**src/assert_macros.svh**
```systemverilog
// Assertion macros shared by the glyph address lookup RTL.
// Users must have clk and arst_n in scope.
`ifndef ASSERT_MACROS_SVH
`define ASSERT_MACROS_SVH

// Property checked on every clock, off during reset.
`define GAL_ASSERT(name, prop, msg) \
	name: assert property (@(posedge clk) disable iff (!arst_n) (prop)) \
		else $error(msg);

// Antecedent this cycle implies consequent on the next cycle.
`define GAL_ASSERT_NEXT(name, pre, post, msg) \
	name: assert property (@(posedge clk) disable iff (!arst_n) (pre) |=> (post)) \
		else $error(msg);

`endif

```
**src/gal_pkg.sv**
```systemverilog
// Types and constants for the glyph address lookup block.
// No dependencies; used by gal_cfg, gal_cell and glyph_address_lookup.
package gal_pkg;

	localparam int CODE_W = 16;
	localparam int IDX_W  = 8;
	localparam int ADDR_W = 30;

	// item function codes (s_tuser)
	localparam logic [1:0] FUNC_LOAD   = 2'd0;
	localparam logic [1:0] FUNC_WIDE   = 2'd1;
	localparam logic [1:0] FUNC_NARROW = 2'd2;

	// register indexes (paddr[4:2])
	localparam logic [2:0] REG_BLOCK_COUNT   = 3'd0;
	localparam logic [2:0] REG_WIDE_REPLACE  = 3'd1;
	localparam logic [2:0] REG_NARROW_REPLACE = 3'd2;
	localparam logic [2:0] REG_WIDE_WIDTH    = 3'd3;
	localparam logic [2:0] REG_WIDE_HEIGHT   = 3'd4;
	localparam logic [2:0] REG_NARROW_WIDTH  = 3'd5;
	localparam logic [2:0] REG_NARROW_HEIGHT = 3'd6;

	localparam logic [7:0]  RST_BLOCK_COUNT    = 8'd0;
	localparam logic [15:0] RST_WIDE_REPLACE   = 16'd33088;
	localparam logic [6:0]  RST_NARROW_REPLACE = 7'd63;
	localparam logic [7:0]  RST_WIDE_WIDTH     = 8'd16;
	localparam logic [7:0]  RST_WIDE_HEIGHT    = 8'd16;
	localparam logic [7:0]  RST_NARROW_WIDTH   = 8'd8;
	localparam logic [7:0]  RST_NARROW_HEIGHT  = 8'd16;

	// header sizes of the font image
	localparam logic [10:0] WIDE_HDR   = 11'd18;
	localparam logic [10:0] NARROW_HDR = 11'd17;

	typedef struct packed {
		logic [7:0]  block_count;
		logic [15:0] wide_replace;
		logic [6:0]  narrow_replace;
		logic [7:0]  wide_width;
		logic [7:0]  wide_height;
		logic [7:0]  narrow_width;
		logic [7:0]  narrow_height;
	} cfg_t;

	// table write broadcast to every cell
	typedef struct packed {
		logic              en;
		logic [IDX_W-1:0]  idx;
		logic [CODE_W-1:0] first;
		logic [CODE_W-1:0] last;
	} load_t;

	// search token handed from cell to cell
	typedef struct packed {
		logic              valid;
		logic              found;
		logic [CODE_W-1:0] first;
		logic [CODE_W-1:0] base;
	} token_t;

endpackage

```
**src/gal_cfg.sv**
```systemverilog
// APB register file holding the lookup configuration.
// Depends on gal_pkg.
module gal_cfg (
	input  logic              clk,
	input  logic              arst_n,
	input  logic              psel,
	input  logic              penable,
	input  logic              pwrite,
	input  logic [4:0]        paddr,
	input  logic [31:0]       pwdata,
	output logic [31:0]       prdata,
	output gal_pkg::cfg_t     cfg
);

	gal_pkg::cfg_t cfg_q;
	logic          wr;
	logic [2:0]    ridx;

	assign wr   = psel & penable & pwrite;
	assign ridx = paddr[4:2];
	assign cfg  = cfg_q;

	always_ff @(posedge clk or negedge arst_n) begin
		if (!arst_n) begin
			cfg_q.block_count    <= gal_pkg::RST_BLOCK_COUNT;
			cfg_q.wide_replace   <= gal_pkg::RST_WIDE_REPLACE;
			cfg_q.narrow_replace <= gal_pkg::RST_NARROW_REPLACE;
			cfg_q.wide_width     <= gal_pkg::RST_WIDE_WIDTH;
			cfg_q.wide_height    <= gal_pkg::RST_WIDE_HEIGHT;
			cfg_q.narrow_width   <= gal_pkg::RST_NARROW_WIDTH;
			cfg_q.narrow_height  <= gal_pkg::RST_NARROW_HEIGHT;
		end else if (wr) begin
			unique case (ridx)
				gal_pkg::REG_BLOCK_COUNT:    cfg_q.block_count    <= pwdata[7:0];
				gal_pkg::REG_WIDE_REPLACE:   cfg_q.wide_replace   <= pwdata[15:0];
				gal_pkg::REG_NARROW_REPLACE: cfg_q.narrow_replace <= pwdata[6:0];
				gal_pkg::REG_WIDE_WIDTH:     cfg_q.wide_width     <= pwdata[7:0];
				gal_pkg::REG_WIDE_HEIGHT:    cfg_q.wide_height    <= pwdata[7:0];
				gal_pkg::REG_NARROW_WIDTH:   cfg_q.narrow_width   <= pwdata[7:0];
				gal_pkg::REG_NARROW_HEIGHT:  cfg_q.narrow_height  <= pwdata[7:0];
				default: ;
			endcase
		end
	end

	always_comb begin
		unique case (ridx)
			gal_pkg::REG_BLOCK_COUNT:    prdata = {24'd0, cfg_q.block_count};
			gal_pkg::REG_WIDE_REPLACE:   prdata = {16'd0, cfg_q.wide_replace};
			gal_pkg::REG_NARROW_REPLACE: prdata = {25'd0, cfg_q.narrow_replace};
			gal_pkg::REG_WIDE_WIDTH:     prdata = {24'd0, cfg_q.wide_width};
			gal_pkg::REG_WIDE_HEIGHT:    prdata = {24'd0, cfg_q.wide_height};
			gal_pkg::REG_NARROW_WIDTH:   prdata = {24'd0, cfg_q.narrow_width};
			gal_pkg::REG_NARROW_HEIGHT:  prdata = {24'd0, cfg_q.narrow_height};
			default:                     prdata = 32'd0;
		endcase
	end

endmodule

```
**config.mk**
```make
export PLATFORM = sky130hd
export DESIGN_NAME = gal_cfg
export DESIGN_NICKNAME = d
export VERILOG_FILES = /design/src/assert_macros.svh /design/src/gal_pkg.sv /design/src/gal_cfg.sv
export SDC_FILE = /design/constraint.sdc
export NUM_CORES = 1
export LEC_CHECK = 0
export BUFFER_PORTS_ARGS = -buffer_cell sky130_fd_sc_hd__buf_2
export CORE_AREA = 10 10 73 121
export DETAILED_ROUTE_END_ITERATION = 6
export DIE_AREA = 0 0 83 131
export PLACE_DENSITY = 0.79
export SKIP_CTS_REPAIR_TIMING = 1
export SLEW_MARGIN = 0
export SYNTH_ARGS = -nofsm -noshare
export SYNTH_HDL_FRONTEND = slang
export SYNTH_SLANG_ARGS = --single-unit
```
**constraint.sdc**
```tcl
create_clock -name clk -period 1.06 [get_ports clk]
set_input_delay 0 -clock clk [delete_from_list [all_inputs] [get_ports clk]]
set_output_delay 0 -clock clk [all_outputs]
set_load 0.02 [all_outputs]
```
# ---- Word level (Yosys, flattened, before mapping)
# Cells that the tools add are included.
dict set report totals {
  inputBits 42
  register_bits 63
  mem_bits_rw 0
  out_inout_bits 95
  latchBits 0
  rom_bits 0
  mem_count 0
  elab_cells 24
}
dict set report op_classes {
  addsub 0
  shifts 0
  n_eq_ne 6
  n_mux 1
  n_mul 0
  bitwise_logic 2
  n_reduce_logical 8
  n_div 0
  n_lt_le_gt_ge 0
}
# cell count
set ops {}
lappend ops {{16-bit case mux with 7 select lines} 1}
lappend ops {{2-bit AND reduction} 7}
lappend ops {{3-bit equality test (second input constant)} 3}
lappend ops {{3-bit by 2-bit equality test with 1-bit output (second input constant)} 2}
lappend ops {{3-bit by 1-bit equality test with 1-bit output (second input constant)} 1}
lappend ops {{3-bit logical NOT} 1}
lappend ops {{1-bit AND} 2}

# ---- Depth between registers and ports, before layout
dict set report depth {
  word_depth 3
  ltp_mapped 6
  depth_no_buf 3
}

# ---- Worst setup path before layout
# OpenSTA, ideal clock, no wires.
dict set report synth_path {
  path_type {input to register}
  from {in paddr[2]}
  to {reg cfg_q, in the netlist cfg[39]}
  required_ps 935
  cell_stages 5
  n_path_buf 2
  arrival_time_ps 1103
  path_slack_ps -167
  setup_time_ps 125
  cell_sequence {buf_2 nand4_4 nor3_4 buf_6 mux2_2}
}
dict set report synth_between {
  elab_chain_len 2
}
# element line
set synth_lines {}
lappend synth_lines {{from (decl)} gal_cfg.sv:9} ;# input logic [4:0] paddr,
lappend synth_lines {{3-bit by 1-bit equality test with 1-bit output} gal_cfg.sv:33} ;# unique case (ridx)
lappend synth_lines {{2-bit AND reduction (no line)} n/a}
lappend synth_lines {{to (decl)} gal_cfg.sv:15} ;# gal_pkg::cfg_t cfg_q;
# Every way passes these cells.
# A chain may end at the register's enable or synchronous reset.

# ---- Final worst setup path
dict set report layout_path {
  from {reg cfg_q, in the netlist cfg[34]}
  to {out prdata[2]}
}
dict set report layout_between {
  elab_chain_len 1
}
# element line
set layout_lines {}
lappend layout_lines {{16-bit case mux with 7 select lines} gal_cfg.sv:47} ;# unique case (ridx)
lappend layout_lines {{to (decl)} gal_cfg.sv:11} ;# output logic [31:0] prdata,
# Every way passes these cells.

==> results.sh <==
export IMPL_status="finished with violations"
export IMPL_failed_checks="hold timing, setup timing"
export IMPL_ys_warn_count=0
export IMPL_place_gp_congestion=0.825
export IMPL_largest_reg_flops=63
export IMPL_ioPinCount=137
export IMPL_clockBufferDepth=2
export IMPL_fmax_mhz=654
export IMPL_hp_class="input pin to flop"
export IMPL_overflow=0
export IMPL_syn_to_final_growth_pct=52.1
export IMPL_setup_worst_path_start_class="flop"
export IMPL_io_buffers=102
export IMPL_die_area_um2=10900
export IMPL_rsz0062_at_grt="true"
export IMPL_cts_buffers=9
export IMPL_netlist_area_um2=3150
export IMPL_finalClockSkew_ps=0
export IMPL_final_cells=496
export IMPL_avgRoutedWirePerCell_um=21.2
export IMPL_power_density_nw_per_um2=1980
export IMPL_synth_cells=240
export IMPL_synth_edff_count=0
export IMPL_coreArea_um2=6810
export IMPL_clock_sinks=63
export IMPL_clk_pin_slew_worst_paths_ps=50
export IMPL_cp_max_fo=2
export IMPL_rows=40
export IMPL_synthFlopType="dfrtp_1"
export IMPL_worstPathCellList="mux2i_1 -> o21a_1 -> o211ai_1 -> buf_4"
export IMPL_crit_required_ps=1060
export IMPL_drt_total_wl_um=10500
export IMPL_ir_drop_v=0.00173
export IMPL_seq_area_frac_synth_pct=50.5
export IMPL_synth_top_area_share_pct=39.7
export IMPL_grtUsageTotal_pct=18.1
export IMPL_grt_max_degree=31
export IMPL_viasPerCell=5.43
export IMPL_critPathCaptureType="output pin"
export IMPL_hold_violations=1
export IMPL_synth_area_per_cell_um2=13.1
export IMPL_min_period_ps=1530
export IMPL_yosysTopAreaCell="dfrtp_1"
export IMPL_pre_cts_slack_ps=-193
export IMPL_drt_iter0_markers=192
export IMPL_num_vias=2692
export IMPL_grt_pass1_wl_um=15500
export IMPL_dp_cells=465
export IMPL_cap_violations=0
export IMPL_p_leak_nw=2.37
export IMPL_die_y_um=131
export IMPL_dp_final_hpwl_um=7540
export IMPL_async_flop_share_pct=100
export IMPL_final_cell_area_um2=4790
export IMPL_cp_arrival_ps=1530
export IMPL_clk_latency_ps=330
export IMPL_layout_commonest_cell="buf_2"
export IMPL_placed_area_um2=4170
export IMPL_setup_slack_ps=-468
export IMPL_grt_pass1_vias=2891
export IMPL_nNetsFinal=449
export IMPL_power_w=0.00950
export IMPL_slowest_delay_ps=530
export IMPL_setup_viol=18
export IMPL_final_cell_mix="77 x buf_2, 55 x mux2_2, 55 x buf_4"
export IMPL_post_route_drc_count=0
export IMPL_path_class="flop to output pin"
export IMPL_antenna_cells=0
export IMPL_htreeDepth=3
export IMPL_cts_tree="done"
export IMPL_fin_hold_ws_ps=-3.13
export IMPL_layout_drive_gt1_share_pct=65.8
export IMPL_ys_top_cells_by_area="dfrtp_1 40%, mux2_2 24%, dfstp_2 11%, buf_4 4.3%, mux2i_1 3.2%"
export IMPL_finalCritPeriodShare_pct=144
export IMPL_initial_utilization_pct=46.3
export IMPL_synth_distinct_cells=29
export IMPL_ant_nets=0
export IMPL_die_w_um=83
export IMPL_cts_root_buf="clkbuf_16"
export IMPL_cp_slowest_cell="dfstp_2"
export IMPL_first_pass_iters=4
export IMPL_drv_slew=0
export IMPL_synth_seq_cells=63
export IMPL_antenna_found_initial=0
## Yosys cell counts (2+ instances only)
library cell  instances
o21a_1                5
dfstp_2              13
mux2_2               66
nand3b_1              3
o211ai_1              5
nand2_1              11
nor3_4                2
a32oi_1               5
and3_1                8
o22a_1                5
nor2_2                2
nand3_1               5
mux2i_1              10
dfrtp_1              50
clkbuf_1              4
a221o_1               2
buf_4                18
o21ai_0               2
nor2_4                3
nand2b_1              3
nor2_1                3
nor3b_1               2
buf_2                 7
## per-layer routing
metal	wire length [um]	track usage (%)
met2	5710	31.9
met3	914	8.49
met1	3670	17.7
met4	235	8.55
met5	0	0
## where the power goes
group	switching [W]	internal [W]	leakage (nW)	total, W
Clock	0.00103	0.00211	0.157	0.00314
Combinational	0.00161	0.00143	1.44	0.00304
Sequential	0.000359	0.00296	0.771	0.00332
## worst paths after layout
path	from	to	slack, ps	cells after the start
worst max-delay path	cfg[34]	prdata[2]	-470	4
worst min-delay path	pwdata[6]	cfg[14]	-3	2
worst max register to register	cfg[28]	cfg[28]	130	3
min in group asynchronous	arst_n	cfg[30]	110	2
max in group asynchronous	arst_n	cfg[28]	400	3
worst min register to register	cfg[12]	cfg[12]	540	1
## critical path, delay by kind of cell (launching register included)
| kind | cells | cell delay, ps |
|---|---|---|
| DFF | 1 | 530 |
| muxes | 1 | 80 |
| AOI/OAI and AO/OA | 2 | 410 |
| buffers and inverters | 1 | 180 |
## metrics by stage
step	hold WS [ps]	utilization, %	TNS (ps)
after floorplan	-296	-	-3280
after global placement	-70.8	61.3	-6580
after detailed placement	-70.9	61.3	-8020
after CTS	-426	65.9	-3860
after global routing	5.38	70.4	-4240
final	-3.13	70.4	-3510
## cell families after synthesis
logic type             synth area share (%)
buffers and inverters                  6.23
and+or+nand+nor                        9.77
muxes                                  26.8
AOI/OAI and AO/OA                      6.59
DFF                                    50.5
other                                 0.119
## layout make-up
cell class	count	area [um2]
clock buffer	12	246
clock inverter	4	70.1
fill	448	2010
multi-input combinational	162	1500
sequential	63	1600
tap	84	105
timing repair buffer	171	1280
Power figures use the tool's default switching activity.
