<file path="src/assert_macros.svh">
// Assertion macros shared by the glyph address lookup RTL.
// Users must have clk and arst_n in scope.
`ifndef ASSERT_MACROS_SVH
`define ASSERT_MACROS_SVH

// Property checked on every clock, off during reset.
`define GAL_ASSERT(name, prop, msg) \
	name: assert property (@(posedge clk) disable iff (!arst_n) (prop)) \
		else $error(msg);

// Antecedent this cycle implies consequent on the next cycle.
`define GAL_ASSERT_NEXT(name, pre, post, msg) \
	name: assert property (@(posedge clk) disable iff (!arst_n) (pre) |=> (post)) \
		else $error(msg);

`endif

</file>
<file path="src/gal_pkg.sv">
// Types and constants for the glyph address lookup block.
// No dependencies; used by gal_cfg, gal_cell and glyph_address_lookup.
package gal_pkg;

	localparam int CODE_W = 16;
	localparam int IDX_W  = 8;
	localparam int ADDR_W = 30;

	// item function codes (s_tuser)
	localparam logic [1:0] FUNC_LOAD   = 2'd0;
	localparam logic [1:0] FUNC_WIDE   = 2'd1;
	localparam logic [1:0] FUNC_NARROW = 2'd2;

	// register indexes (paddr[4:2])
	localparam logic [2:0] REG_BLOCK_COUNT   = 3'd0;
	localparam logic [2:0] REG_WIDE_REPLACE  = 3'd1;
	localparam logic [2:0] REG_NARROW_REPLACE = 3'd2;
	localparam logic [2:0] REG_WIDE_WIDTH    = 3'd3;
	localparam logic [2:0] REG_WIDE_HEIGHT   = 3'd4;
	localparam logic [2:0] REG_NARROW_WIDTH  = 3'd5;
	localparam logic [2:0] REG_NARROW_HEIGHT = 3'd6;

	localparam logic [7:0]  RST_BLOCK_COUNT    = 8'd0;
	localparam logic [15:0] RST_WIDE_REPLACE   = 16'd33088;
	localparam logic [6:0]  RST_NARROW_REPLACE = 7'd63;
	localparam logic [7:0]  RST_WIDE_WIDTH     = 8'd16;
	localparam logic [7:0]  RST_WIDE_HEIGHT    = 8'd16;
	localparam logic [7:0]  RST_NARROW_WIDTH   = 8'd8;
	localparam logic [7:0]  RST_NARROW_HEIGHT  = 8'd16;

	// header sizes of the font image
	localparam logic [10:0] WIDE_HDR   = 11'd18;
	localparam logic [10:0] NARROW_HDR = 11'd17;

	typedef struct packed {
		logic [7:0]  block_count;
		logic [15:0] wide_replace;
		logic [6:0]  narrow_replace;
		logic [7:0]  wide_width;
		logic [7:0]  wide_height;
		logic [7:0]  narrow_width;
		logic [7:0]  narrow_height;
	} cfg_t;

	// table write broadcast to every cell
	typedef struct packed {
		logic              en;
		logic [IDX_W-1:0]  idx;
		logic [CODE_W-1:0] first;
		logic [CODE_W-1:0] last;
	} load_t;

	// search token handed from cell to cell
	typedef struct packed {
		logic              valid;
		logic              found;
		logic [CODE_W-1:0] first;
		logic [CODE_W-1:0] base;
	} token_t;

endpackage

</file>
<file path="src/gal_cell.sv">
// One cell of the block table: holds one code block entry and checks the
// search token passing through. Depends on gal_pkg.
module gal_cell #(
	parameter int IDX = 0
) (
	input  logic                           clk,
	input  logic                           arst_n,
	input  gal_pkg::load_t                 load,
	input  logic [gal_pkg::CODE_W-1:0]     code,
	input  logic [gal_pkg::IDX_W-1:0]      count,
	input  logic [gal_pkg::CODE_W-1:0]     prev_base,
	input  gal_pkg::token_t                tok_in,
	output gal_pkg::token_t                tok_out,
	output logic [gal_pkg::CODE_W-1:0]     nxt_base
);

	logic [gal_pkg::CODE_W-1:0] ent_first_q, ent_last_q, ent_base_q;
	logic                       tk_vld_q, tk_found_q;
	logic [gal_pkg::CODE_W-1:0] tk_first_q, tk_base_q;
	logic                       searched, hit;

	// base handed to the next entry: glyphs held up to and including this one
	assign nxt_base = ent_base_q + ent_last_q - ent_first_q + 16'd1;

	assign searched = 9'(IDX) < {1'b0, count};
	assign hit = tok_in.valid && !tok_in.found && searched
		&& (ent_first_q <= code) && (ent_last_q >= code);

	always_ff @(posedge clk) begin
		if (load.en && load.idx == 8'(IDX)) begin
			ent_first_q <= load.first;
			ent_last_q  <= load.last;
			ent_base_q  <= prev_base;
		end
	end

	always_ff @(posedge clk or negedge arst_n) begin
		if (!arst_n) begin
			tk_vld_q <= 1'b0;
		end else begin
			tk_vld_q <= tok_in.valid;
		end
	end

	always_ff @(posedge clk) begin
		if (hit) begin
			tk_found_q <= 1'b1;
			tk_first_q <= ent_first_q;
			tk_base_q  <= ent_base_q;
		end else begin
			tk_found_q <= tok_in.found;
			tk_first_q <= tok_in.first;
			tk_base_q  <= tok_in.base;
		end
	end

	assign tok_out = '{valid: tk_vld_q, found: tk_found_q, first: tk_first_q, base: tk_base_q};

endmodule

</file>
<file path="config.mk">
export PLATFORM = sky130hd
export DESIGN_NAME = gal_cell
export DESIGN_NICKNAME = d
export VERILOG_FILES = /design/src/assert_macros.svh /design/src/gal_pkg.sv /design/src/gal_cell.sv
export SDC_FILE = /design/constraint.sdc
export NUM_CORES = 1
export LEC_CHECK = 0
export BUFFER_PORTS_ARGS = -buffer_cell sky130_fd_sc_hd__buf_2
export CAP_MARGIN = 0
export CELL_PAD_IN_SITES_DETAIL_PLACEMENT = 0
export CELL_PAD_IN_SITES_GLOBAL_PLACEMENT = 2
export CORE_UTILIZATION = 31
export CTS_CLUSTER_SIZE = 30
export DETAILED_ROUTE_END_ITERATION = 8
export GPL_TIMING_DRIVEN = 0
export HOLD_SLACK_MARGIN = 0.15
export PLACE_DENSITY_LB_ADDON = 0.1
export SYNTH_ARGS = -nofsm -noshare
export SYNTH_HDL_FRONTEND = slang
export SYNTH_SLANG_ARGS = --single-unit
</file>
<file path="constraint.sdc">
create_clock -name clk -period 3.2 [get_ports clk]
set_input_delay 0.32 -clock clk [delete_from_list [all_inputs] [get_ports clk]]
set_output_delay 0.32 -clock clk [all_outputs]
set_load 0.01 [all_outputs]
</file>
# Word level (Yosys, flattened, before mapping)
# Cells that the tools add are included.
dict set report totals {
  word_cells 22
  reg_bits 82
}
dict set report op_classes {
  order_cmp 3
  addsub 3
  n_mux 2
  reduce_logical 7
}
# operator count
set ops {}
lappend ops {{two-way mux 16 bit} 2}
lappend ops {{adder 16 x 1 -> 16 bit, second input constant} 1}
lappend ops {{adder 16 bit} 1}
lappend ops {{greater-or-equal comparator 16 bit} 1}
lappend ops {{<= comparator 16 bit} 1}
lappend ops {{subtractor 16 bit} 1}
lappend ops {{logical NOT 8 bit} 1}
lappend ops {{< comparator 1 x 8 -> 1 bit, first input constant} 1}
lappend ops {{logical AND 1 bit} 5}
lappend ops {{logical NOT 1 bit} 1}

# Depth between registers and ports, before layout
# Gate-level depths: netlist of the first run.
dict set report depth {
  ltp_word 6
  mapped_depth 10
  ltp_nobuf 10
}

# Least setup slack after synthesis of the first run
# No wires, ideal clock.
dict set report synth_timing {
  path_kind {input port to flip-flop}
  from {in load[34] in the netlist's numbering}
  to {reg ent_base_q[0] in the netlist's numbering (enable)}
  path_buffers 0
  t_required_ps 2622
  arrival_ps 5236
  stages 3
  setup_time_ps 578
  setup_slack_ps -2614
  path_cell_list {nor4_1 -> nand3b_1 -> nor4_1}
}
dict set report synth_between {
  elab_chain_cells 2
}
# element line_no
set synth_rtl {}
lappend synth_rtl {{start: declaration} gal_cell.sv:8} ;# input gal_pkg::load_t load,
lappend synth_rtl {{logical NOT 8 bit} gal_cell.sv:30} ;# if (load.en && load.idx == 8'(IDX)) begin
lappend synth_rtl {{logical AND 1 bit} gal_cell.sv:30}
lappend synth_rtl {{end signal: assignment} gal_cell.sv:33} ;# ent_base_q <= prev_base;
lappend synth_rtl {{end: declaration} gal_cell.sv:17} ;# logic [gal_pkg::CODE_W-1:0] ent_first_q, ent_last_q, ent_base_q;
# No other way between the ends.
# A chain may end at the register's enable or synchronous reset.

# Final worst setup path of the first run
dict set report layout_timing {
  from {reg ent_base_q[2] in the netlist's numbering}
  to {out nxt_base[14] in the netlist's numbering}
}
dict set report layout_between {
  elab_chain_cells 3
}
# element line_no
set layout_rtl {}
lappend layout_rtl {{adder 16 bit} gal_cell.sv:23} ;# assign nxt_base = ent_base_q + ent_last_q - ent_first_q + 16'd1;
lappend layout_rtl {{subtractor 16 bit} gal_cell.sv:23}
lappend layout_rtl {{adder 16 x 1 -> 16 bit} gal_cell.sv:23}
lappend layout_rtl {{end: declaration} gal_cell.sv:14} ;# output logic [gal_pkg::CODE_W-1:0] nxt_base
# No other way between the ends.

==> summary.txt, run 1 <==
Status
  • Status: completed

Global route
  • Largest net degree at the start of global routing: 15
  • Vias in the first global route: 3,554
  • GRT Util Overall: 16.7%
  • Grt total ovfl: 0
  • Initial antenna violation count: 0
  • First-pass GRT wire length: 18.2 mm

STA
  • Final worst path period share: 98.9%
  • Final Skew: 0.00460 ns
  • # setup viols final: 0
  • Fin. Hold Viols: 0
  • Worst Setup Slack, final: 0.0345 ns
  • Highest Clock Rate: 316 MHz
  • RSZ-0062 raised after global routing: true
  • Worst-Margin Slew: 0.598 ns
  • Slew Viols, Final: 0
  • Min cycle time layout: 3.17 ns
  • Relative slew margins: 59.8%

Clocking
  • CTS tree: built
  • CTS buffer count: 9
  • Clock slew at reported path FFs: 0.06 ns
  • CTS Buffer Depth: 2
  • Worst-Skew Late Latency: 0.35 ns
  • CTS Sinks: 82
  • CTS root buf: clkbuf_16
  • Number of H-tree levels: 3

Detailed routing
  • DR WL/cell: 14.5 µm
  • Total wire length: 12.2 mm
  • Post-route ant nets: 0
  • Initial DRC Count: 112
  • Routed via count: 3,688
  • DRC: 0
  • Drt first pass iters: 6
  • Number of vias per cell: 4.41

Setup path
  • Required @ worst endpoint: 2.88 ns
  • Reg-to-Reg End: tk_base_q[10]
  • Worst path buffer plus inverter count: 3
  • CP max stage delay: about 0.56 ns
  • Reg-to-reg slack, setup: ~0.19 ns
  • Setup Crit Path Kind: reg2out
  • FF-to-FF path depth: 9
  • Worst Setup End Kind: output port
  • Crit path max fanout: 4
  • Slowest cell on crit path: fa_1
  • Critical path endpoint: nxt_base[14]
  • Startpoint of the worst-slack reg-to-reg timing path: ent_first_q[8]
  • Crit start category: register
  • Arrival time worst endpoint: 2.85 ns
  • Crit path max-delay family: adder cells
  • Worst path depth: 11
  • Top cell by count, worst path: inv_2
  • Worst-path cell chain: inv_2, fa_1, inv_2, ha_4, a211oi_2, o211ai_1, a31oi_2, o21ai_1, a21oi_1, xnor2_1, buf_2
  • Setup crit start: ent_base_q[2]

Synthesis
  • Distinct cells, synth: 39
  • Cell count after synthesis: a little under 400
  • Mapped Area: approximately 4600 µm²
  • Yosys reg bits: 82
  • Yosys Warn Count: 0
  • Synth Area per Inst: 11.5 µm²
  • Seq/Total Area, Yosys: 46.5%
  • Post-synth net total: 579

Die
  • Chip Height: 123 µm
  • Die ar.: 15,200 µm²
  • Row cnt: 44
  • Starting Density: 31.6%
  • Core area: 14,500 µm²
  • IO Pins: 167
  • Die Wd: 123 µm

Worst hold path
  • WHS Path Cells: 2
  • Hold crit path type: in2reg

Power
  • Peak supply drop: 0.000231 V
  • PwrDens: 358 nW/µm²
  • Lkg Pwr: approximately 3.2 nW
  • Total power after layout: 0.00246 W

Finish
  • Register Area: approximately 2100 µm²
  • Antenna cell count: 0
  • Layout area overhead: 50.4%
  • Area of the multi-input gates: 2340 µm²
  • Final instance area: 6870 µm²
  • Leading cell type in the layout, fill and taps excluded: buf_2
  • Share of cells above drive strength 1: between 40% and 50%
  • Commonest cells after routing, fill and taps aside: buf_2 (166), inv_1 (71), edfxtp_1 (48), dlygate4sd3_1 (48), ha_1 (38)
  • Fill cell count: 1,414
  • Fin util: 47.5%
  • Fin nets: 829

Placement
  • Dpl hpwl: roughly 9.5 mm
  • Gpl congestion: ~0.74
  • Pre-CTS setup slack: 0.00428 ns
  • PortBufs: 166
  • Placed cell area: 5700 µm²

Job
  • Maxcap violations: 0
## sequential cells by signal, summed over array words and instances (netlist names)
signal / count
tk_first_q: 16
tk_found_q: 1
tk_base_q: 16
ent_last_q: 16
ent_first_q: 16
tk_vld_q: 1
ent_base_q: 16
## worst min path at each step
| stage | start | to | slack (ns) |
|---|---|---|---|
| finish | tok_in[32] | tk_found_q | 0.17 |
| global route | load[7] | ent_last_q[7] | 0.17 |
| CTS | tok_in[32] | tk_found_q | 0.16 |
| detailed placement | arst_n | tk_vld_q | 0.1 |
| global placement | arst_n | tk_vld_q | 0.1 |
| floorplan | arst_n | tk_vld_q | 0.02 |
## area by class of cell
cell class / instances / share of cell area (%)
Multi-Input combinational cell: 232 / 34.1
Sequential cell: 82 / 31.0
Timing Repair Buffer: 241 / 22.4
Inverter: 77 / 4.21
Tap cell: 184 / 3.35
Clock buffer: 9 / 3.28
Clock inverter: 7 / 1.02
Buffer: 5 / 0.710
## repair_timing
item                                    CTS  global route
setup buffers                            10            13
gates resized for setup                  28            27
pin swaps                                14            22
hold endpoints to repair                 48             0
hold buffers                             48             0
endpoints found under the setup margin    6            35
## cells in the mapped netlist
| master | n | share of area [%] |
|---|---|---|
| a2111oi_0 | 2 | 0.38 |
| a211o_1 | 1 | 0.19 |
| a211oi_1 | 4 | 0.66 |
| a21o_1 | 6 | 0.99 |
| a21oi_1 | 25 | 2.7 |
| a22oi_1 | 1 | 0.16 |
| a31oi_1 | 3 | 0.41 |
| a31oi_4 | 1 | 0.47 |
| a41oi_1 | 1 | 0.19 |
| and2_1 | 1 | 0.14 |
| buf_4 | 2 | 0.33 |
| buf_6 | 3 | 0.74 |
| clkbuf_1 | 2 | 0.16 |
| dfrtp_1 | 1 | 0.55 |
| dfxtp_1 | 33 | 14 |
| edfxtp_1 | 48 | 32 |
| fa_1 | 15 | 6.6 |
| ha_1 | 49 | 13 |
| inv_1 | 77 | 6.3 |
| mux2_1 | 29 | 7.1 |
| mux2_2 | 3 | 0.74 |
| nand2_1 | 16 | 1.3 |
| nand2b_1 | 6 | 0.82 |
| nand3_1 | 6 | 0.66 |
| nand3b_1 | 1 | 0.16 |
| nand4_1 | 2 | 0.27 |
| nor2_1 | 11 | 0.90 |
| nor2b_1 | 2 | 0.27 |
| nor3_1 | 1 | 0.11 |
| nor4_1 | 4 | 0.55 |
| o211ai_1 | 2 | 0.33 |
| o21a_1 | 2 | 0.33 |
| o21ai_0 | 14 | 1.5 |
| o21bai_1 | 1 | 0.16 |
| o221ai_1 | 1 | 0.19 |
| or2_2 | 1 | 0.14 |
| or4_1 | 3 | 0.49 |
| xnor2_1 | 11 | 2.1 |
| xor2_1 | 7 | 1.3 |
## through the flow
stage | setup TNS [ns] | std cells | hold slack (ns)
final | 0 | 837 | 0.172
after global routing | -0.270 | 837 | 0.166
after CTS | -0.176 | 825 | 0.157
after detailed placement | 0 | 752 | 0.0998
after global placement | -26.83 | 748 | 0.0981
after floorplan | 0 | 398 | 0.0244
## routing by layer
layer | share of wire, % | track usage [%] | up-vias
li1 | - | - | 1870
met2 | 45 | 25.5 | 105
met1 | 49 | 22.5 | 1701
met3 | 4.4 | 3.69 | 12
met4 | 1.8 | 7.68 | 0
met5 | 0 | 0 | -
## kinds of logic after synthesis
group | Yosys count | share of synthesized area [%]
buf+inv | 84 | 7.56
flops | 82 | 46.5
compound gates | 64 | 8.74
fa+ha+maj | 64 | 20.0
simple gates | 54 | 5.83
mux | 32 | 7.89
xor+xnor | 18 | 3.45
## report_power, final
part / leakage, nW / switching (W) / total (W) / internal (W)
sequential: 0.721 / 0.00000691 / 0.00115 / 0.00114
clock: 0.135 / 0.000443 / 0.00104 / 0.000601
combinational: 2.33 / 0.000108 / 0.000267 / 0.000159
Power figures use the tool's default switching activity.
==> run 2, diff against run 1 <==
--- a/config.mk
+++ b/config.mk
@@ -5,11 +5,12 @@
 export SDC_FILE = /design/constraint.sdc
 export NUM_CORES = 1
 export LEC_CHECK = 0
+export ABC_CLOCK_PERIOD_IN_PS = 3200
 export BUFFER_PORTS_ARGS = -buffer_cell sky130_fd_sc_hd__buf_2
 export CAP_MARGIN = 0
 export CELL_PAD_IN_SITES_DETAIL_PLACEMENT = 0
-export CELL_PAD_IN_SITES_GLOBAL_PLACEMENT = 2
-export CORE_UTILIZATION = 31
+export CELL_PAD_IN_SITES_GLOBAL_PLACEMENT = 1
+export CORE_UTILIZATION = 35
 export CTS_CLUSTER_SIZE = 30
 export DETAILED_ROUTE_END_ITERATION = 8
 export GPL_TIMING_DRIVEN = 0
==> run 2 against run 1 <==
  * Sequential share of layout area rose by 0.53 points
  * Clock power grew 6%
  * Via count shrank 0.87%
==> summary.txt, run 2 (synthesized netlist as in run 1, its figures left out) <==
Job
  • Maxcap violations: 0 (unchanged)

Detailed routing
  • Total wire length: 11.7 mm (-3.8%)
  • Drt first pass iters: 4 (-2)
  • Post-route ant nets: 0 (unchanged)
  • Routed via count: 3,656 (-0.87%)
  • DRC: 0 (unchanged)
  • Number of vias per cell: 4.49 (+1.8%)
  • Initial DRC Count: 134 (+20%)
  • DR WL/cell: 14.4 µm (-1.2%)

Setup path
  • Crit start category: register
  • Crit path max fanout: 3 (-1)
  • Critical path endpoint: nxt_base[14]
  • Worst Setup End Kind: output port
  • Arrival time worst endpoint: 2.79 ns (-0.06 ns)
  • Setup crit start: ent_first_q[1]
  • Reg-to-reg slack, setup: 0.16 ns (-0.03 ns)
  • Setup Crit Path Kind: reg2out
  • Reg-to-Reg End: tk_first_q[10]
  • Required @ worst endpoint: 2.88 ns (about the same)
  • Startpoint of the worst-slack reg-to-reg timing path: ent_first_q[9]
  • FF-to-FF path depth: 9 (unchanged)

STA
  • Highest Clock Rate: 322 MHz (+1.8%)
  • Final worst path period share: 97.1% (-1.8 points)
  • Setup TNS Final: 0 ns (unchanged)
  • Slew Viols, Final: 0 (unchanged)
  • # setup viols final: 0 (unchanged)
  • RSZ-0062 raised after global routing: true
  • Worst-Margin Slew: 0.895 ns (+0.297 ns)
  • Fin Hold WS: 0.169 ns (-0.00234 ns)
  • Relative slew margins: 39.9% (-20 points)
  • Fin. Hold Viols: 0 (unchanged)
  • Min cycle time layout: 3.11 ns (-0.0574 ns)
  • Final Skew: 0.00934 ns (+0.00474 ns)

Power
  • Peak supply drop: 0.000313 V (+36%)
  • PwrDens: 372 nW/µm² (+3.8%)
  • Total power after layout: 0.00251 W (+2.0%)
  • Lkg Pwr: 3.14 nW (-1.3%)

Worst hold path
  • Hold crit path type: in2reg

Status
  • Status: completed

Die
  • Starting Density: 36.1% (+4.5 points)
  • Core area: 12,700 µm² (-12%)
  • Row cnt: 41 (-6.8%)
  • Chip Height: 116 µm (-5.8%)
  • IO Pins: 167 (unchanged)
  • Die Wd: 116 µm (-5.8%)
  • Die ar.: 13,500 µm² (-11%)

Global route
  • GRT Util Overall: 18.2% (+1.5 points)
  • First-pass GRT wire length: 17.9 mm (-1.8%)
  • Largest net degree at the start of global routing: 15 (unchanged)
  • Grt total ovfl: 0 (unchanged)
  • Vias in the first global route: 3,770 (+6.1%)
  • Initial antenna violation count: 0 (unchanged)

Clocking
  • CTS tree: built
  • Worst-Skew Late Latency: 0.35 ns (about the same)
  • CTS Buffer Depth: 2 (unchanged)
  • Clock slew at reported path FFs: 0.06 ns (about the same)
  • CTS root buf: clkbuf_16
  • Number of H-tree levels: 3 (unchanged)
  • CTS buffer count: 9 (unchanged)
  • CTS Sinks: 82 (unchanged)

Finish
  • Final Non-Filler Cells: 815 (-2.6%)
  • Layout area overhead: 47.9%
  • Share of cells above drive strength 1: 37.6% (-2.6 points)
  • Antenna cell count: 0 (unchanged)
  • Final instance area: 6760 µm² (-1.7%)
  • Commonest cells after routing, fill and taps aside: buf_2 (166), inv_1 (73), edfxtp_1 (48), dlygate4sd3_1 (48), ha_1 (40)
  • Fin nets: 819 (-1.2%)
  • Leading cell type in the layout, fill and taps excluded: buf_2

Placement
  • Dpl hpwl: 8.86 mm (-7.2%)
  • Gpl congestion: 0.739 (+0.42%)
  • Inst Count DP: 739 (-1.7%)
  • PortBufs: 166 (unchanged)
  • Placed cell area: 5670 µm² (-0.46%)
==> run 2: changes by cell type in the layout (fill, tap and decap cells not counted), sizes merged <==
cell / change
buf: -10
clkbuf: +2
bufinv: +1
clkinvlp: -3
==> run 2: worst min path at each step <==
stage	startpoint	to	slack [ns]	cells after the start
after floorplan	arst_n	tk_vld_q	0.02	0
after global placement	arst_n	tk_vld_q	0.1	1
after detailed placement	arst_n	tk_vld_q	0.1	1
after CTS	load[7]	ent_last_q[7]	0.15	1
after global routing	prev_base[7]	ent_base_q[7]	0.15	1
final	prev_base[7]	ent_base_q[7]	0.17	1
==> run 2: through the flow <==
step | setup slack (ns) | util, %
3_5_place_dp | 0.0613 | 44.8
5_1_grt | -0.0670 | 53.3
4_1_cts | -0.0306 | 52.3
3_3_place_gp | -0.496 | 44.4
2_1_floorplan | 0.514 | -
6_report | 0.0919 | 53.3
==> run 2: final cells by class <==
cell class	count	area, µm²
fillers	1177	5910
multi-input cells	232	2310
flip-flops and latches	82	2130
repair buffers	231	1460
inverters	77	289
clock buffers	11	233
well taps	172	215
clock inverters	5	78.8
plain buffers	5	48.8
==> run 2: repair_timing <==
action / 4_1_cts / 5_1_grt
pin swaps: 10 / 18
hold buffers: 48 / 0
endpoints found under the hold margin: 48 / 0
setup buffers: 9 / 5
setup endpoints to repair: 6 / 6
resized for setup: 24 / 20
==> run 2: power breakdown <==
part,leakage [nW],switching (W),internal [W]
Combinational,2.27,0.000107,0.000157
Sequential,0.721,0.00000700,0.00114
Clock,0.153,0.000415,0.000682
Total,3.14,0.000529,0.00198
==> run 2: worst max-delay path: stages (launching register included) <==
cell	delay, ns
edfxtp_1	0.48
ha_4	0.32
inv_2	0.04
fa_2	0.37
a211oi_4	0.28
o211ai_1	0.19
a31oi_2	0.23
o21ai_2	0.09
a21oi_2	0.16
xnor2_1	0.13
buf_2	0.16
==> run 2: metal layers <==
layer / global-route usage [%] / up-vias / part of all wire (%)
li1: - / 1838 / -
met3: 5.14 / 12 / 5.2
met2: 31.4 / 108 / 49
met5: 0 / - / 0
met1: 21.5 / 1698 / 45
met4: 6.75 / 0 / 1.5
==> run 3, diff against run 2 <==
--- a/config.mk
+++ b/config.mk
@@ -5,6 +5,7 @@
 export SDC_FILE = /design/constraint.sdc
 export NUM_CORES = 1
 export LEC_CHECK = 0
+export ABC_AREA = 1
 export ABC_CLOCK_PERIOD_IN_PS = 3200
 export BUFFER_PORTS_ARGS = -buffer_cell sky130_fd_sc_hd__buf_2
 export CAP_MARGIN = 0
@@ -16,6 +17,7 @@
 export GPL_TIMING_DRIVEN = 0
 export HOLD_SLACK_MARGIN = 0.15
 export PLACE_DENSITY_LB_ADDON = 0.1
+export RECOVER_POWER = 25
 export SYNTH_ARGS = -nofsm -noshare
 export SYNTH_HDL_FRONTEND = slang
 export SYNTH_SLANG_ARGS = --single-unit
==> run 3 against run 2 <==
  * Die area rose by 5.7%
  * First-iteration DRC count rose by 44%
  * Highest routed layer unchanged
  * Critical endpoint is now nxt_base[15]
  * Synthesized area rose by 5.8%
  * Largest power group unchanged
  * Largest cell class unchanged
  * Global-route usage rose by 1.5 points
  * Clock-buffer cell count rose by 1
==> summary.txt, run 3 <==
Synthesis
  • Synth top area cells: edfxtp_1 (30%), dfxtp_1 (14%), ha_1 (13%)
  • Mux cell area share after synthesis: 0% (-7.9 points)
  • Post-synth EDFFs: 48 (unchanged)
  • Post-synth top area cell: edfxtp_1
  • Post-Synth Adder-Cell Area: 18.9% (-1.1 points)
  • Yosys Warn Count: 0 (unchanged)
  • FFs w/ async S/R, synth: 1.22% (unchanged)
  • Distinct cells, synth: 33 (-15%)
  • Mapped Area: 4830 µm² (+5.8%)
  • Combinational family with the most area after synthesis: simple AND/OR/NAND/NOR gates
  • Cell count after synthesis: 530 (+33%)
  • Yosys reg bits: 82 (unchanged)
  • Synth Area in Simple Gates: 19.9% (+14 points)
  • Seq/Total Area, Yosys: 44.0% (-2.5 points)
  • Xor/xnor share of the synthesized area: 2.72% (-0.73 points)
  • Top FF cell, synth: edfxtp_1
  • Compound-Gate Fraction of Synth Area: 4.92% (-3.8 points)
  • Post-synth net total: 711 (+23%)
  • Synth top area share: 29.8% (-1.7 points)
  • Synth Area per Inst: 9.12 µm² (-21%)
  • Post-synth top cells: nand2_1 (135), inv_1 (97), ha_1 (49)
  • Most common cell in the synthesized netlist: nand2_1

Setup path
  • Crit start category: register
  • Setup crit start: ent_first_q[2]
  • Arrival time worst endpoint: 2.72 ns (-0.07 ns)
  • Worst Setup End Kind: output port
  • Worst path buffer plus inverter count: 2 (unchanged)
  • Slowest cell on crit path: fa_1
  • Worst-path cell chain: fa_1, inv_1, ha_4, nand3_1, nand2_1, nand2_1, nand2_1, nand3_1, nand2_2, nand2_1, a21o_1, nand2_1, buf_2
  • Required @ worst endpoint: 2.88 ns (about the same)
  • Crit path max-delay family: adder cells
  • Reg-to-Reg End: tk_base_q[9]
  • Startpoint of the worst-slack reg-to-reg timing path: ent_first_q[3]
  • CP max stage delay: 0.59 ns (+0.11 ns)
  • Reg-to-reg slack, setup: 1.01 ns (+0.85 ns)
  • Setup Crit Path Kind: reg2out
  • Crit path max fanout: 6 (+3)
  • FF-to-FF path depth: 13 (+4)
  • Top cell by count, worst path: nand2_1

Detailed routing
  • DR WL/cell: 14.2 µm (-1.0%)
  • Routed via count: 4,220 (+15%)
  • Total wire length: 13.6 mm (+16%)
  • Post-route ant nets: 0 (unchanged)
  • Initial DRC Count: 193 (+44%)
  • Number of vias per cell: 4.42 (-1.5%)
  • Drt first pass iters: 4 (unchanged)
  • DRC: 0 (unchanged)

Clocking
  • CTS root buf: clkbuf_16
  • Clock slew at reported path FFs: 0.06 ns (about the same)
  • CTS buffer count: 9 (unchanged)
  • Number of H-tree levels: 3 (unchanged)
  • CTS tree: built
  • CTS Buffer Depth: 2 (unchanged)
  • Worst-Skew Late Latency: 0.35 ns (about the same)
  • CTS Sinks: 82 (unchanged)

Job
  • Maxcap violations: 0 (unchanged)

Die
  • Die Wd: 120 µm (+2.8%)
  • Chip Height: 120 µm (+2.8%)
  • Starting Density: 36.2% (+0.15 points)
  • Core area: 13,300 µm² (+5.3%)
  • IO Pins: 167 (unchanged)
  • Row cnt: 42 (+2.4%)
  • Die ar.: 14,300 µm² (+5.7%)

Finish
  • Commonest cells after routing, fill and taps aside: buf_2 (170), nand2_1 (133), inv_1 (97)
  • Register Area: 2130 µm² (unchanged)
  • Leading cell type in the layout, fill and taps excluded: buf_2
  • Fin nets: 955 (+17%)
  • Fin util: 52.3% (-1.1 points)
  • Fill cell count: 1,308 (+11%)
  • Antenna cell count: 0 (unchanged)
  • Share of cells above drive strength 1: 29.0% (-8.6 points)
  • Final instance area: 6980 µm² (+3.2%)
  • Layout area overhead: 44.3%
  • Area of the multi-input gates: 2360 µm² (+2.1%)

STA
  • Highest Clock Rate: 329 MHz (+2.3%)
  • Final Skew: 0.00712 ns (-0.00222 ns)
  • Worst Setup Slack, final: 0.161 ns (+0.0688 ns)
  • Fin Hold WS: 0.162 ns (-0.00720 ns)
  • Slew Viols, Final: 0 (unchanged)
  • Min cycle time layout: 3.04 ns (-0.0688 ns)
  • Final worst path period share: 95.0% (-2.1 points)
  • Relative slew margins: 36.2% (-3.7 points)
  • Fin. Hold Viols: 0 (unchanged)
  • Setup TNS Final: 0 ns (unchanged)
  • Worst-Margin Slew: 0.950 ns (+0.0547 ns)
  • # setup viols final: 0 (unchanged)

Global route
  • GRT Util Overall: 19.7% (+1.5 points)
  • Vias in the first global route: 4,264 (+13%)
  • First-pass GRT wire length: 21.0 mm (+18%)
  • Grt total ovfl: 0 (unchanged)
  • Initial antenna violation count: 0 (unchanged)
  • Largest net degree at the start of global routing: 15 (unchanged)

Worst hold path
  • WHS Path Cells: 3 (+2)
  • Hold Startpoint: tok_in[2]
  • Hold crit path type: in2reg
  • Hold Path Sink: tk_base_q[2]

Placement
  • Placed cell area: 5940 µm² (+4.7%)
  • Gpl congestion: 0.801 (+8.4%)
  • Pre-CTS setup slack: 0.286 ns (+0.225 ns)
  • Dpl hpwl: 10.6 mm (+19%)
  • PortBufs: 166 (unchanged)

Power
  • PwrDens: 373 nW/µm² (+0.20%)
  • Peak supply drop: 0.000342 V (+9.3%)
  • Lkg Pwr: 3.58 nW (+14%)

Status
  • Status: completed
run 3: where the power goes:
group	switching, W	internal [W]
combinational	0.000154	0.000167
sequential	0.00000755	0.00115
clock	0.000445	0.000680
run 3: kinds of logic after synthesis:
kind of cell,count (synthesis)
xor gates and xnor gates,15
and+or+nand+nor,215
AOI/OAI and AO/OA,41
buffers and inverters,113
DFF,82
adders and majority gates,64
run 3: timing repair:
item | in CTS | in global routing
gates resized for setup | 1 | 17
endpoints found under the setup margin | 3 | 7
hold buffers | 52 | 3
hold endpoints to repair | 52 | 3
buffers inserted | 3 | 6
run 3: metrics by stage:
step	std cells	power, W
2_1_floorplan	530	0.00131
3_3_place_gp	872	0.00144
3_5_place_dp	875	0.00144
4_1_cts	946	0.00262
5_1_grt	955	0.00270
6_report	955	0.00260
run 3: layout make-up:
class	count	share of cell area [%]
timing repair buffer	233	21.3
sequential	82	30.5
buffer	14	1.33
clock inverter	4	0.789
tap	176	3.16
multi-input combinational	335	33.8
clock buffer	12	3.84
inverter	99	5.33
run 3: worst reg2reg max path, stage by stage (launching register included):
cell      delay (ns)
edfxtp_1        0.43
buf_4           0.16
buf_4           0.13
ha_1            0.28
a21oi_1         0.18
nand2_1         0.08
nand2_1         0.06
nand2_1         0.04
nand2_1         0.05
nand2_1         0.05
nand2_2         0.14
buf_2           0.29
nand4_1         0.15
nand2_1         0.10
run 3: metal layers:
| layer | vias to the layer above | track usage (%) | wire (µm) |
|---|---|---|---|
| li1 | 2216 | - | - |
| met1 | 1896 | 25.2 | 6230 |
| met2 | 100 | 32.7 | 6560 |
| met3 | 8 | 5.47 | 670 |
| met4 | 0 | 5.08 | 107 |
| met5 | - | 0 | 0 |
run 3: how the worst max path moves through the flow:
stage	endpoint	cells past startpoint	slack, ns
after CTS	nxt_base[15]	13	0.004
after global routing	nxt_base[15]	13	-0.0003
after floorplan	ent_base_q[0]	2	0.34
final	nxt_base[15]	13	0.16
after detailed placement	nxt_base[12]	12	0.29
after global placement	ent_base_q[1]	3	-0.56
